### src/hw/rtl/kcl_pkg.sv
// Shared types and constants of the keypad code lock.
`default_nettype none

package kcl_pkg;

	// Default sizes
	localparam int USERS_DEF      = 5;
	localparam int MAX_DIGITS_DEF = 8;

	// Code lengths a user entry can hold
	localparam int SHORT_LEN = 4;
	localparam int LONG_LEN  = 8;

	// Item modes
	localparam logic [1:0] MODE_TICK  = 2'd0;
	localparam logic [1:0] MODE_PRESS = 2'd1;
	localparam logic [1:0] MODE_WRITE = 2'd2;

	localparam logic [2:0] BTN_CENTER = 3'd4;

	// Lock phases
	localparam logic [1:0] PH_STANDBY = 2'd0;
	localparam logic [1:0] PH_SLEEP   = 2'd1;
	localparam logic [1:0] PH_ENTRY   = 2'd2;
	localparam logic [1:0] PH_LOCKOUT = 2'd3;

	// Result events
	localparam logic [3:0] EV_NONE        = 4'd0;
	localparam logic [3:0] EV_WOKE        = 4'd1;
	localparam logic [3:0] EV_DIGIT       = 4'd2;
	localparam logic [3:0] EV_ENTRY_TMO   = 4'd3;
	localparam logic [3:0] EV_GRANTED     = 4'd4;
	localparam logic [3:0] EV_DENIED      = 4'd5;
	localparam logic [3:0] EV_LOCK_START  = 4'd6;
	localparam logic [3:0] EV_LOCK_END    = 4'd7;
	localparam logic [3:0] EV_TO_STANDBY  = 4'd8;
	localparam logic [3:0] EV_TO_SLEEP    = 4'd9;
	localparam logic [3:0] EV_TABLE_WR    = 4'd10;

	// Configuration register indexes
	localparam logic [1:0] CFG_INACTIVITY = 2'd0;
	localparam logic [1:0] CFG_ENTRY      = 2'd1;
	localparam logic [1:0] CFG_LOCKOUT    = 2'd2;
	localparam logic [1:0] CFG_MAX_FAIL   = 2'd3;

	localparam int CFG_IDX_W  = 2;
	localparam int CFG_DATA_W = 16;

	// Configuration reset values
	localparam logic [15:0] INACTIVITY_RST = 16'd30000;
	localparam logic [15:0] ENTRY_RST      = 16'd15000;
	localparam logic [15:0] LOCKOUT_RST    = 16'd30000;
	localparam logic [3:0]  MAX_FAIL_RST   = 4'd3;

	localparam logic [15:0] TICK_SAT = 16'hFFFF;
	localparam logic [3:0]  FAIL_SAT = 4'd15;

	// One user table entry
	typedef struct packed {
		logic        active;
		logic        is_long;
		logic [15:0] code;
	} user_entry_t;

	typedef struct packed {
		logic [1:0]  mode;
		logic [2:0]  button;
		logic [2:0]  user_slot;
		logic        slot_active;
		logic        slot_long;
		logic [15:0] slot_code;
	} in_item_t;

	typedef struct packed {
		logic [1:0] phase;
		logic [3:0] event_res;
		logic [2:0] user_index;
		logic [3:0] digits_entered;
		logic [3:0] failures;
	} out_item_t;

endpackage

`default_nettype wire

### src/hw/rtl/kcl_if.sv
// Input and result channel interfaces of the keypad code lock.
`default_nettype none

interface kcl_in_if;
	logic        valid;
	logic        ready;
	logic [1:0]  mode;
	logic [2:0]  button;
	logic [2:0]  user_slot;
	logic        slot_active;
	logic        slot_long;
	logic [15:0] slot_code;

	modport source (output valid, mode, button, user_slot, slot_active, slot_long,
		slot_code, input ready);
	modport sink (input valid, mode, button, user_slot, slot_active, slot_long,
		slot_code, output ready);
endinterface

interface kcl_out_if;
	logic       valid;
	logic       ready;
	logic [1:0] phase;
	logic [3:0] event_res;
	logic [2:0] user_index;
	logic [3:0] digits_entered;
	logic [3:0] failures;

	modport source (output valid, phase, event_res, user_index, digits_entered, failures,
		input ready);
	modport sink (input valid, phase, event_res, user_index, digits_entered, failures,
		output ready);
endinterface

`default_nettype wire

### src/hw/rtl/multi_user_keypad_code_lock_top.sv
// Keypad code lock with a user table: top level.
// Usage:
//   in_ch carries one item: a 1 ms tick, a button press or a user table write.
//   out_ch returns exactly one result item per input item, in order: the phase
//   after the item, an event code, the granted user, digit count and failures.
//   cfg_we/cfg_index/cfg_data write the four limits; write only while idle.
// Timing:
//   One item at a time. A tick, a digit or a table write passes the execute
//   step and then the output register. A submit in entry scans the user table
//   in its memory, one entry per cycle behind the registered read port, and
//   stops at the first match or after the last entry when nothing matches.
//   in_ch.ready is high whenever no item is in flight, so the next item can be
//   taken while a finished result still sits in the output register.
// Reset: arst_n clears all control state, sets limits to reset values; table
//   entries read inactive through per-entry valid flags, with no clearing pass.
// Stall: while out_ch.ready is low the next result waits in a hold register
//   and no further item is accepted until the output register drains.
`default_nettype none

module multi_user_keypad_code_lock_top #(
	parameter int USERS      = kcl_pkg::USERS_DEF,
	parameter int MAX_DIGITS = kcl_pkg::MAX_DIGITS_DEF
) (
	input  wire logic                          clk,
	input  wire logic                          arst_n,
	input  wire logic                          cfg_we,
	input  wire logic [kcl_pkg::CFG_IDX_W-1:0]  cfg_index,
	input  wire logic [kcl_pkg::CFG_DATA_W-1:0] cfg_data,
	kcl_in_if.sink                             in_ch,
	kcl_out_if.source                          out_ch
);

	localparam int AW  = (USERS > 1) ? $clog2(USERS) : 1;   // table address
	localparam int SW  = $clog2(USERS + 1);                 // scan counter
	localparam int EW  = 2 * MAX_DIGITS;                    // entered digits
	localparam int CW  = (EW > 16) ? EW : 16;               // compare view
	localparam int DCW = $clog2(MAX_DIGITS + 1);            // digit count

	// Sequencer states
	localparam logic [1:0] ST_IDLE = 2'd0;
	localparam logic [1:0] ST_EXEC = 2'd1;
	localparam logic [1:0] ST_SCAN = 2'd2;
	localparam logic [1:0] ST_DONE = 2'd3;

	logic [1:0] st_q;

	// Configuration
	logic [15:0] inact_lim_q, entry_lim_q, lock_len_q;
	logic [3:0]  max_fail_q;

	// Lock state
	logic [1:0]     phase_q;
	logic [EW-1:0]  digits_q;
	logic [DCW-1:0] count_q;
	logic           run_q;
	logic [15:0]    eticks_q, idle_q, lticks_q;
	logic [3:0]     fail_q;

	// Item and result holding
	kcl_pkg::in_item_t  item_q;
	kcl_pkg::out_item_t res_q, out_q;
	logic               out_vld_q;

	// User table memory, valid flags give the reset view
	kcl_pkg::user_entry_t mem [USERS];
	kcl_pkg::user_entry_t rd_data_s1;
	logic [USERS-1:0]     tbl_vld_q;
	logic                 rd_tbl_vld_s1;
	logic                 rd_en;
	logic [AW-1:0]        rd_addr;
	logic                 wr_en;

	// Table scan
	logic [SW-1:0] scan_idx_q;
	logic          chk_s1;
	logic [AW-1:0] chk_idx_s1;
	logic          match;
	logic          scan_fin;
	logic          hit;

	logic [CW-1:0] digits_ext;
	logic          need_scan;
	logic          commit;

	// Next values
	logic [1:0]     nxt_phase;
	logic [EW-1:0]  nxt_digits;
	logic [DCW-1:0] nxt_count;
	logic           nxt_run;
	logic [15:0]    nxt_eticks, nxt_idle, nxt_lticks;
	logic [3:0]     nxt_fail;
	logic [3:0]     ev;
	logic [2:0]     usr;
	logic [15:0]    idle_inc, eticks_inc, lticks_inc;
	logic [3:0]     fail_inc;

	function automatic logic [15:0] sat_inc(input logic [15:0] v);
		return (v == kcl_pkg::TICK_SAT) ? v : v + 16'd1;
	endfunction

	assign in_ch.ready = (st_q == ST_IDLE);

	assign out_ch.valid          = out_vld_q;
	assign out_ch.phase          = out_q.phase;
	assign out_ch.event_res      = out_q.event_res;
	assign out_ch.user_index     = out_q.user_index;
	assign out_ch.digits_entered = out_q.digits_entered;
	assign out_ch.failures       = out_q.failures;

	// Submit while in entry is the only item that walks the table
	assign need_scan = (item_q.mode == kcl_pkg::MODE_PRESS) &&
		(item_q.button == kcl_pkg::BTN_CENTER) && (phase_q == kcl_pkg::PH_ENTRY);

	assign wr_en = (st_q == ST_EXEC) && (item_q.mode == kcl_pkg::MODE_WRITE) &&
		(32'(item_q.user_slot) < USERS);

	// Scan: issue one read a cycle, check the entry read in the cycle before.
	// Table writes only come from earlier items, so no read can overlap a write.
	assign rd_en   = (st_q == ST_SCAN) && (scan_idx_q < SW'(USERS));
	assign rd_addr = scan_idx_q[AW-1:0];

	assign digits_ext = CW'(digits_q);

	always_comb begin
		match = 1'b0;
		if (rd_tbl_vld_s1 && rd_data_s1.active) begin
			if (rd_data_s1.is_long)
				match = (32'(count_q) == kcl_pkg::LONG_LEN) &&
					(digits_ext[15:0] == rd_data_s1.code);
			else
				match = (32'(count_q) == kcl_pkg::SHORT_LEN) &&
					(digits_ext[7:0] == rd_data_s1.code[7:0]);
		end
	end

	assign hit      = chk_s1 && match;
	assign scan_fin = chk_s1 && (match || (32'(chk_idx_s1) == USERS - 1));
	assign commit   = ((st_q == ST_EXEC) && !need_scan) || ((st_q == ST_SCAN) && scan_fin);

	// Item behavior
	always_comb begin
		nxt_phase  = phase_q;
		nxt_digits = digits_q;
		nxt_count  = count_q;
		nxt_run    = run_q;
		nxt_eticks = eticks_q;
		nxt_idle   = idle_q;
		nxt_fail   = fail_q;
		nxt_lticks = lticks_q;
		ev         = kcl_pkg::EV_NONE;
		usr        = 3'd0;
		idle_inc   = sat_inc(idle_q);
		eticks_inc = sat_inc(eticks_q);
		lticks_inc = sat_inc(lticks_q);
		fail_inc   = (fail_q < kcl_pkg::FAIL_SAT) ? fail_q + 4'd1 : fail_q;

		case (item_q.mode)
			kcl_pkg::MODE_TICK: begin
				case (phase_q)
					kcl_pkg::PH_STANDBY: begin
						nxt_idle = idle_inc;
						if (idle_inc >= inact_lim_q) begin
							nxt_phase = kcl_pkg::PH_SLEEP;
							nxt_idle  = '0;
							ev        = kcl_pkg::EV_TO_SLEEP;
						end
					end
					kcl_pkg::PH_ENTRY: begin
						nxt_idle = idle_inc;
						if (idle_inc >= inact_lim_q) begin
							nxt_phase  = kcl_pkg::PH_STANDBY;
							nxt_digits = '0;
							nxt_count  = '0;
							nxt_run    = 1'b0;
							nxt_eticks = '0;
							nxt_idle   = '0;
							ev         = kcl_pkg::EV_TO_STANDBY;
						end else if (run_q) begin
							nxt_eticks = eticks_inc;
							if (eticks_inc >= entry_lim_q) begin
								nxt_digits = '0;
								nxt_count  = '0;
								nxt_run    = 1'b0;
								nxt_eticks = '0;
								nxt_idle   = '0;
								ev         = kcl_pkg::EV_ENTRY_TMO;
							end
						end
					end
					kcl_pkg::PH_LOCKOUT: begin
						nxt_lticks = lticks_inc;
						if (lticks_inc >= lock_len_q) begin
							nxt_phase  = kcl_pkg::PH_ENTRY;
							nxt_lticks = '0;
							nxt_fail   = '0;
							nxt_idle   = '0;
							nxt_digits = '0;
							nxt_count  = '0;
							nxt_run    = 1'b0;
							nxt_eticks = '0;
							ev         = kcl_pkg::EV_LOCK_END;
						end
					end
					default: ;  // sleep ignores ticks
				endcase
			end
			kcl_pkg::MODE_PRESS: begin
				if (item_q.button > kcl_pkg::BTN_CENTER) begin
					ev = kcl_pkg::EV_NONE;
				end else if (phase_q inside {kcl_pkg::PH_STANDBY, kcl_pkg::PH_SLEEP}) begin
					if (item_q.button == kcl_pkg::BTN_CENTER) begin
						nxt_phase  = kcl_pkg::PH_ENTRY;
						nxt_digits = '0;
						nxt_count  = '0;
						nxt_run    = 1'b0;
						nxt_eticks = '0;
						nxt_idle   = '0;
						ev         = kcl_pkg::EV_WOKE;
					end
				end else if (phase_q == kcl_pkg::PH_ENTRY) begin
					nxt_idle = '0;
					if (count_q == '0 && !run_q) begin
						nxt_run    = 1'b1;
						nxt_eticks = '0;
					end
					if (item_q.button == kcl_pkg::BTN_CENTER) begin
						nxt_digits = '0;
						nxt_count  = '0;
						nxt_run    = 1'b0;
						nxt_eticks = '0;
						if (hit) begin
							usr       = 3'(chk_idx_s1);
							nxt_fail  = '0;
							nxt_phase = kcl_pkg::PH_STANDBY;
							ev        = kcl_pkg::EV_GRANTED;
						end else begin
							nxt_fail = fail_inc;
							if (fail_inc >= max_fail_q) begin
								nxt_phase  = kcl_pkg::PH_LOCKOUT;
								nxt_lticks = '0;
								ev         = kcl_pkg::EV_LOCK_START;
							end else begin
								ev = kcl_pkg::EV_DENIED;
							end
						end
					end else if (32'(count_q) < MAX_DIGITS) begin
						nxt_digits = digits_q |
							(EW'(item_q.button[1:0]) << {count_q, 1'b0});
						nxt_count  = count_q + DCW'(1);
						ev         = kcl_pkg::EV_DIGIT;
					end
				end
			end
			kcl_pkg::MODE_WRITE: begin
				if (32'(item_q.user_slot) < USERS)
					ev = kcl_pkg::EV_TABLE_WR;
			end
			default: ;  // unused mode
		endcase
	end

	// Table memory: one write port, one registered read port
	always_ff @(posedge clk) begin
		if (wr_en)
			mem[item_q.user_slot[AW-1:0]] <= '{active: item_q.slot_active,
				is_long: item_q.slot_long, code: item_q.slot_code};
		if (rd_en)
			rd_data_s1 <= mem[rd_addr];
	end

	always_ff @(posedge clk) begin
		if (in_ch.valid && in_ch.ready)
			item_q <= '{mode: in_ch.mode, button: in_ch.button,
				user_slot: in_ch.user_slot, slot_active: in_ch.slot_active,
				slot_long: in_ch.slot_long, slot_code: in_ch.slot_code};
		if (commit)
			res_q <= '{phase: nxt_phase, event_res: ev, user_index: usr,
				digits_entered: 4'(nxt_count), failures: nxt_fail};
		if (st_q == ST_DONE && (!out_vld_q || out_ch.ready))
			out_q <= res_q;
	end

	always_ff @(posedge clk or negedge arst_n) begin
		if (!arst_n) begin
			st_q          <= ST_IDLE;
			inact_lim_q   <= kcl_pkg::INACTIVITY_RST;
			entry_lim_q   <= kcl_pkg::ENTRY_RST;
			lock_len_q    <= kcl_pkg::LOCKOUT_RST;
			max_fail_q    <= kcl_pkg::MAX_FAIL_RST;
			phase_q       <= kcl_pkg::PH_STANDBY;
			digits_q      <= '0;
			count_q       <= '0;
			run_q         <= 1'b0;
			eticks_q      <= '0;
			idle_q        <= '0;
			fail_q        <= '0;
			lticks_q      <= '0;
			out_vld_q     <= 1'b0;
			tbl_vld_q     <= '0;
			rd_tbl_vld_s1 <= 1'b0;
			scan_idx_q    <= '0;
			chk_s1        <= 1'b0;
			chk_idx_s1    <= '0;
		end else begin
			if (cfg_we) begin
				case (cfg_index)
					kcl_pkg::CFG_INACTIVITY: inact_lim_q <= cfg_data;
					kcl_pkg::CFG_ENTRY:      entry_lim_q <= cfg_data;
					kcl_pkg::CFG_LOCKOUT:    lock_len_q  <= cfg_data;
					kcl_pkg::CFG_MAX_FAIL:   max_fail_q  <= cfg_data[3:0];
					default: ;
				endcase
			end

			if (wr_en)
				tbl_vld_q[item_q.user_slot[AW-1:0]] <= 1'b1;

			// Scan pipeline; rd_en is low outside the scan, so this also clears the check
			chk_s1 <= rd_en;
			if (rd_en) begin
				chk_idx_s1    <= rd_addr;
				rd_tbl_vld_s1 <= tbl_vld_q[rd_addr];
				scan_idx_q    <= scan_idx_q + SW'(1);
			end

			if (commit) begin
				phase_q  <= nxt_phase;
				digits_q <= nxt_digits;
				count_q  <= nxt_count;
				run_q    <= nxt_run;
				eticks_q <= nxt_eticks;
				idle_q   <= nxt_idle;
				fail_q   <= nxt_fail;
				lticks_q <= nxt_lticks;
			end

			// Output register: load a finished result, else drain on handshake
			if (st_q == ST_DONE && (!out_vld_q || out_ch.ready))
				out_vld_q <= 1'b1;
			else if (out_vld_q && out_ch.ready)
				out_vld_q <= 1'b0;

			case (st_q)
				ST_IDLE: begin
					if (in_ch.valid)
						st_q <= ST_EXEC;
				end
				ST_EXEC: begin
					if (need_scan) begin
						st_q       <= ST_SCAN;
						scan_idx_q <= '0;
					end else begin
						st_q <= ST_DONE;
					end
				end
				ST_SCAN: begin
					if (scan_fin)
						st_q <= ST_DONE;
				end
				ST_DONE: begin
					if (!out_vld_q || out_ch.ready)
						st_q <= ST_IDLE;
				end
				default: st_q <= ST_IDLE;
			endcase
		end
	end

endmodule

`default_nettype wire
### src/flat_wrapper.sv
// flat-port wrapper written by rule: the top's interface ports become plain ports
module multi_user_keypad_code_lock_top_flat 
#(
	parameter int USERS      = kcl_pkg::USERS_DEF,
	parameter int MAX_DIGITS = kcl_pkg::MAX_DIGITS_DEF
)
  (clk, arst_n, cfg_we, cfg_index, cfg_data, in_ch_valid, in_ch_mode, in_ch_button, in_ch_user_slot, in_ch_slot_active, in_ch_slot_long, in_ch_slot_code, in_ch_ready, out_ch_valid, out_ch_phase, out_ch_event_res, out_ch_user_index, out_ch_digits_entered, out_ch_failures, out_ch_ready);
  kcl_in_if in_ch_i ();
  kcl_out_if out_ch_i ();
  input  wire logic clk;
  input  wire logic arst_n;
  input  wire logic cfg_we;
  input  wire logic [kcl_pkg::CFG_IDX_W-1:0] cfg_index;
  input  wire logic [kcl_pkg::CFG_DATA_W-1:0] cfg_data;
  input wire logic [$bits(in_ch_i.valid)-1:0] in_ch_valid;
  input wire logic [$bits(in_ch_i.mode)-1:0] in_ch_mode;
  input wire logic [$bits(in_ch_i.button)-1:0] in_ch_button;
  input wire logic [$bits(in_ch_i.user_slot)-1:0] in_ch_user_slot;
  input wire logic [$bits(in_ch_i.slot_active)-1:0] in_ch_slot_active;
  input wire logic [$bits(in_ch_i.slot_long)-1:0] in_ch_slot_long;
  input wire logic [$bits(in_ch_i.slot_code)-1:0] in_ch_slot_code;
  output wire logic [$bits(in_ch_i.ready)-1:0] in_ch_ready;
  output wire logic [$bits(out_ch_i.valid)-1:0] out_ch_valid;
  output wire logic [$bits(out_ch_i.phase)-1:0] out_ch_phase;
  output wire logic [$bits(out_ch_i.event_res)-1:0] out_ch_event_res;
  output wire logic [$bits(out_ch_i.user_index)-1:0] out_ch_user_index;
  output wire logic [$bits(out_ch_i.digits_entered)-1:0] out_ch_digits_entered;
  output wire logic [$bits(out_ch_i.failures)-1:0] out_ch_failures;
  input wire logic [$bits(out_ch_i.ready)-1:0] out_ch_ready;
  assign in_ch_i.valid = in_ch_valid;
  assign in_ch_i.mode = in_ch_mode;
  assign in_ch_i.button = in_ch_button;
  assign in_ch_i.user_slot = in_ch_user_slot;
  assign in_ch_i.slot_active = in_ch_slot_active;
  assign in_ch_i.slot_long = in_ch_slot_long;
  assign in_ch_i.slot_code = in_ch_slot_code;
  assign in_ch_ready = in_ch_i.ready;
  assign out_ch_valid = out_ch_i.valid;
  assign out_ch_phase = out_ch_i.phase;
  assign out_ch_event_res = out_ch_i.event_res;
  assign out_ch_user_index = out_ch_i.user_index;
  assign out_ch_digits_entered = out_ch_i.digits_entered;
  assign out_ch_failures = out_ch_i.failures;
  assign out_ch_i.ready = out_ch_ready;
  multi_user_keypad_code_lock_top #(.USERS(USERS), .MAX_DIGITS(MAX_DIGITS)) u_core (.clk(clk), .arst_n(arst_n), .cfg_we(cfg_we), .cfg_index(cfg_index), .cfg_data(cfg_data), .in_ch(in_ch_i), .out_ch(out_ch_i));
endmodule
### config.mk
export PLATFORM = sky130hd
export DESIGN_NAME = multi_user_keypad_code_lock_top_flat
export DESIGN_NICKNAME = d
export VERILOG_FILES = /design/src/hw/rtl/kcl_pkg.sv /design/src/hw/rtl/kcl_if.sv /design/src/hw/rtl/multi_user_keypad_code_lock_top.sv /design/src/flat_wrapper.sv
export SDC_FILE = /design/constraint.sdc
export NUM_CORES = 1
export LEC_CHECK = 0
export ABC_AREA = 1
export BUFFER_PORTS_ARGS = -buffer_cell sky130_fd_sc_hd__buf_2
export CELL_PAD_IN_SITES_DETAIL_PLACEMENT = 1
export CELL_PAD_IN_SITES_GLOBAL_PLACEMENT = 1
export CORE_MARGIN = 2
export CORE_UTILIZATION = 43
export DETAILED_ROUTE_END_ITERATION = 12
export PLACE_DENSITY_LB_ADDON = 0.1
export SKIP_CTS_REPAIR_TIMING = 1
export SYNTH_ARGS = -nofsm -noshare
export SYNTH_HDL_FRONTEND = slang
export SYNTH_SLANG_ARGS = --single-unit
export TNS_END_PERCENT = 100
### constraint.sdc
create_clock -name clk -period 3.7 [get_ports clk]
set_clock_uncertainty 0.1 [all_clocks]
set_input_delay 0.74 -clock clk [delete_from_list [all_inputs] [get_ports clk]]
set_output_delay 0.74 -clock clk [all_outputs]
set_load 0.1 [all_outputs]
==> summary by stage <==
Layout
The count of placed standard cells in the final layout, fillers left out is 2441. Of the cells placed in the final design, the portion with a size suffix greater than 1 is 16.3%. The number of nets in the layout is 2056. The antenna diode count is 0.

The most common cell after layout, fill and taps aside is sky130_fd_sc_hd__nand2_1. Counting the fill cells in the layout gives 4248. For this run, the share of the core covered by cells in the final layout is 51.6%. The area added between synthesis and finish is 18.3%. The library cells used most frequently in the layout, excluding fill and tap cells, are 410 x sky130_fd_sc_hd__nand2_1, 228 x sky130_fd_sc_hd__inv_1, 198 x sky130_fd_sc_hd__nor2_1.

Die
The number of primary I/O pins is 68. The starting density of the core is 43.7%. The die covers 0.0387 mm². The die is between 150 and 200 µm wide.

The die is 197 µm tall. The total area inside the core boundary comes to around 0.037 mm². The initialized floorplan defines 70 standard-cell rows.

Detailed routing
The detail-routed via count per cell is approximately 5.3. The detailed router used layers up to and including met4. The met1 wire length is between 15000 and 20000 µm. The wire length on met3 is 1540 µm. Wires add up to ~45000 µm.

The average wire per cell in the routed design is roughly 19 µm. The via total after detailed routing is 12926. The met2 wire length is roughly 23000 µm.

The count of TritonRoute iterations in the first routing pass is 5. Once detail routing completed, the nets flagged for antenna violations numbered 0. The number of remaining DRC errors is 0.

For this block, the initial DRC count from the detailed router was 543.

Clock tree
CTS built an H-tree with a depth of 2. The total clock buffers created by CTS is 37. The CTS sink count is ~310.

The cell sitting at the root of the clock tree is a sky130_fd_sc_hd__clkbuf_16. The clock latency on the worst-skew pair is around 0.57 ns. The clock tree from TritonCTS is built.

Clock-pin slew was measured on the worst setup and hold paths at about 0.06 ns. The maximum clock path buffer count is 3.

Yosys
The synthesized flop and latch total is 311. The number of warnings reported in the yosys synthesis log is 0. The cell area that synthesis handed to floorplanning was between 0.015 and 0.02 mm². The area fraction of the dominant cell type after synthesis is 31.6%. Counting flops with a built-in enable in the synthesized netlist gives approximately 170. By area the synthesized netlist is led by sky130_fd_sc_hd__edfxtp_1 32%, sky130_fd_sc_hd__dfrtp_1 19%, sky130_fd_sc_hd__nand2_1 10%. Summed over all instances, the cell type with the most area after synthesis is sky130_fd_sc_hd__edfxtp_1. Sequential elements use 54.1% of the synthesized area. The post-synthesis async set-or-reset flop share is 46.0%.

The netlist uses between 50 and 60 different library cells. In the synthesized netlist, the number of instances is 1829. A synthesized cell averages 8.74 µm². The most common flop cell mapped by yosys is sky130_fd_sc_hd__edfxtp_1. The number of nets handed over by synthesis was 1941.

Power
The total power is roughly 12 mW. The maximum vdd drop is 0.479 mV. The power density over the cells is between 600 and 700 mW/mm². The total leakage power is 8.52 nW.

Place
The count of buffers added on input and output ports is 67. The HPWL reported at the end of detailed placement is 31200 µm. The number of cells after detailed placement is 2355. The congestion estimate from routability-driven global placement came to 0.825.

Min path
The tightest min-delay check is of the in2async type.

Setup path
The startpoint-to-endpoint class of the critical path is reg2reg. The number of cells on the worst reg-to-reg path is 22. The kind of end point of the critical path is a register.

The worst-case register-to-register setup slack is 0.17 ns. For the worst setup path, the data arrival time is 3.88 ns. The maximum fanout along the worst path is 8. The origin of the critical flop-to-flop path is u_core.idle_q[0].

The endpoint of the worst-slack reg-to-reg timing path is u_core.eticks_q[4]. The startpoint type of the worst setup path is a register. For the worst setup path, the data required time is 4.05 ns.

GRT
Global routing finished with a remaining overflow of 0. The pin count of the biggest net entering global routing is 63. The first global-routing pass estimated 70800 µm of wire. The via count of the first global-routing pass was between 10000 and 15000. The global-route usage over all layers is 23.1%. The number of antenna violations at the first check in global routing is 0.

Timing
The final count of negative-setup-slack endpoints is 0. The worst pin sits at a relative slew slack of a little over a quarter. For this run, the top clock speed supported by timing is 0.283 GHz.

Of the available clock period, the critical path in the final layout requires 95.4%. The worst path in the final design needs a cycle of 3.53 ns, including I/O delays and setup. For the pin with the worst max-slew slack, the measured transition is ~1.1 ns.

On the final layout, the worst hold slack is approximately 0.085 ns. The final hold violation count is 0. Setup repair after global routing could not meet its margin everywhere. The final-report max-slew violation count is 0.

Run status
The run finished with clean final reports.

Job
The reported max-cap violation count is 0.
## cells in the mapped netlist (17+ instances only)
cell type / number
sky130_fd_sc_hd__ha_1: 63
sky130_fd_sc_hd__dfstp_2: 23
sky130_fd_sc_hd__nor2_1: 210
sky130_fd_sc_hd__xor2_1: 24
sky130_fd_sc_hd__nand3_1: 105
sky130_fd_sc_hd__nor3_1: 32
sky130_fd_sc_hd__nor4_1: 22
sky130_fd_sc_hd__nand4_1: 20
sky130_fd_sc_hd__edfxtp_1: 168
sky130_fd_sc_hd__o21ai_1: 17
sky130_fd_sc_hd__dfrtp_1: 120
sky130_fd_sc_hd__a21oi_1: 62
sky130_fd_sc_hd__clkbuf_1: 41
sky130_fd_sc_hd__o21ai_0: 155
sky130_fd_sc_hd__inv_1: 233
sky130_fd_sc_hd__nand2_1: 436
sky130_fd_sc_hd__a31oi_1: 21
## routing by layer
metal / global-route usage [%] / up-vias
met5: 0 / -
met4: 6.96 / 0
met3: 4.04 / 70
met2: 42.1 / 176
met1: 28.0 / 6407
li1: - / 6273
## power by group
group	total (mW)	switching, mW	internal [mW]
Sequential	4.68	0.366	4.31
Combinational	3.59	2.57	1.03
Clock	3.77	1.54	2.23
Total	12.0	4.48	7.57
## sequential cells by signal, summed over array words and instances (netlist names), 5 cells and up
name,cells
u_core.digits_ext,16
u_core.entry_lim_q,16
u_core.eticks_q,16
u_core.idle_q,16
u_core.inact_lim_q,16
u_core.item_q,26
u_core.lock_len_q,16
u_core.lticks_q,16
u_core.mem,90
u_core.rd_data_s1,18
u_core.res_q,17
u_core.tbl_vld_q,5
## worst max path at each step
stage | cells past startpoint | slack, ns | end | from
floorplan | 23 | 0.11 | u_core.digits_ext[10] | u_core.idle_q[0]
global placement | 17 | 0.08 | u_core.res_q[12] | u_core.lticks_q[1]
detailed placement | 23 | 0.01 | u_core.digits_ext[0] | u_core.idle_q[0]
CTS | 23 | -0.02 | u_core.idle_q[13] | u_core.eticks_q[0]
global route | 22 | -0.09 | u_core.eticks_q[5] | u_core.idle_q[0]
finish | 22 | 0.17 | u_core.eticks_q[4] | u_core.idle_q[0]
## layout make-up
| class | instances | area, µm² | area share, % |
|---|---|---|---|
| clock buffers | 43 | 990 | 5.24 |
| repair buffers | 133 | 992 | 5.25 |
| multi-input cells | 1224 | 6510 | 34.5 |
| inverters | 237 | 896 | 4.74 |
| clock inverters | 25 | 274 | 1.45 |
| well taps | 468 | 586 | 3.10 |
| flip-flops and latches | 311 | 8650 | 45.8 |
## kinds of logic (layout without fill, tap and decap cells)
logic type | after synthesis | count (layout) | share of synthesized area (%)
simple gates | 852 | 853 | 22.7
flops | 311 | 311 | 54.1
xor+xnor | 27 | 27 | 1.48
fa+ha+maj | 63 | 63 | 4.93
buf+inv | 295 | 438 | 7.28
compound gates | 280 | 280 | 9.39
mux | 1 | 1 | 0.0626
## critical path, cell delays in order, from the launching register on
cell and delay [ns]:
sky130_fd_sc_hd__dfrtp_1 0.37, sky130_fd_sc_hd__ha_2 0.20, sky130_fd_sc_hd__inv_2 0.04, sky130_fd_sc_hd__nor3_2 0.18, sky130_fd_sc_hd__nand3_1 0.14, sky130_fd_sc_hd__nor2_2 0.16
sky130_fd_sc_hd__nand3_2 0.13, sky130_fd_sc_hd__nand4_1 0.15, sky130_fd_sc_hd__xor2_1 0.20, sky130_fd_sc_hd__inv_1 0.10, sky130_fd_sc_hd__ha_4 0.28, sky130_fd_sc_hd__nand2_2 0.05
sky130_fd_sc_hd__inv_2 0.06, sky130_fd_sc_hd__nand2_1 0.06, sky130_fd_sc_hd__a21oi_1 0.17, sky130_fd_sc_hd__nor2_2 0.09, sky130_fd_sc_hd__nand4_1 0.23, sky130_fd_sc_hd__nand3_1 0.13
sky130_fd_sc_hd__nor2_2 0.16, sky130_fd_sc_hd__nand2_4 0.12, sky130_fd_sc_hd__clkbuf_16 0.20, sky130_fd_sc_hd__nand2_2 0.07, sky130_fd_sc_hd__o21ai_2 0.05
## through the flow
| stage | TNS, ns | worst slack (ns) | area, µm² |
|---|---|---|---|
| floorplan | 0 | 0.106 | 16000 |
| global placement | 0 | 0.0839 | 17100 |
| detailed placement | 0 | 0.0115 | 17100 |
| CTS | -0.0571 | -0.0187 | 18400 |
| global route | -2.16 | -0.0877 | 18900 |
| finish | 0 | 0.170 | 18900 |
Note: power is estimated with default switching activity, not from simulation.
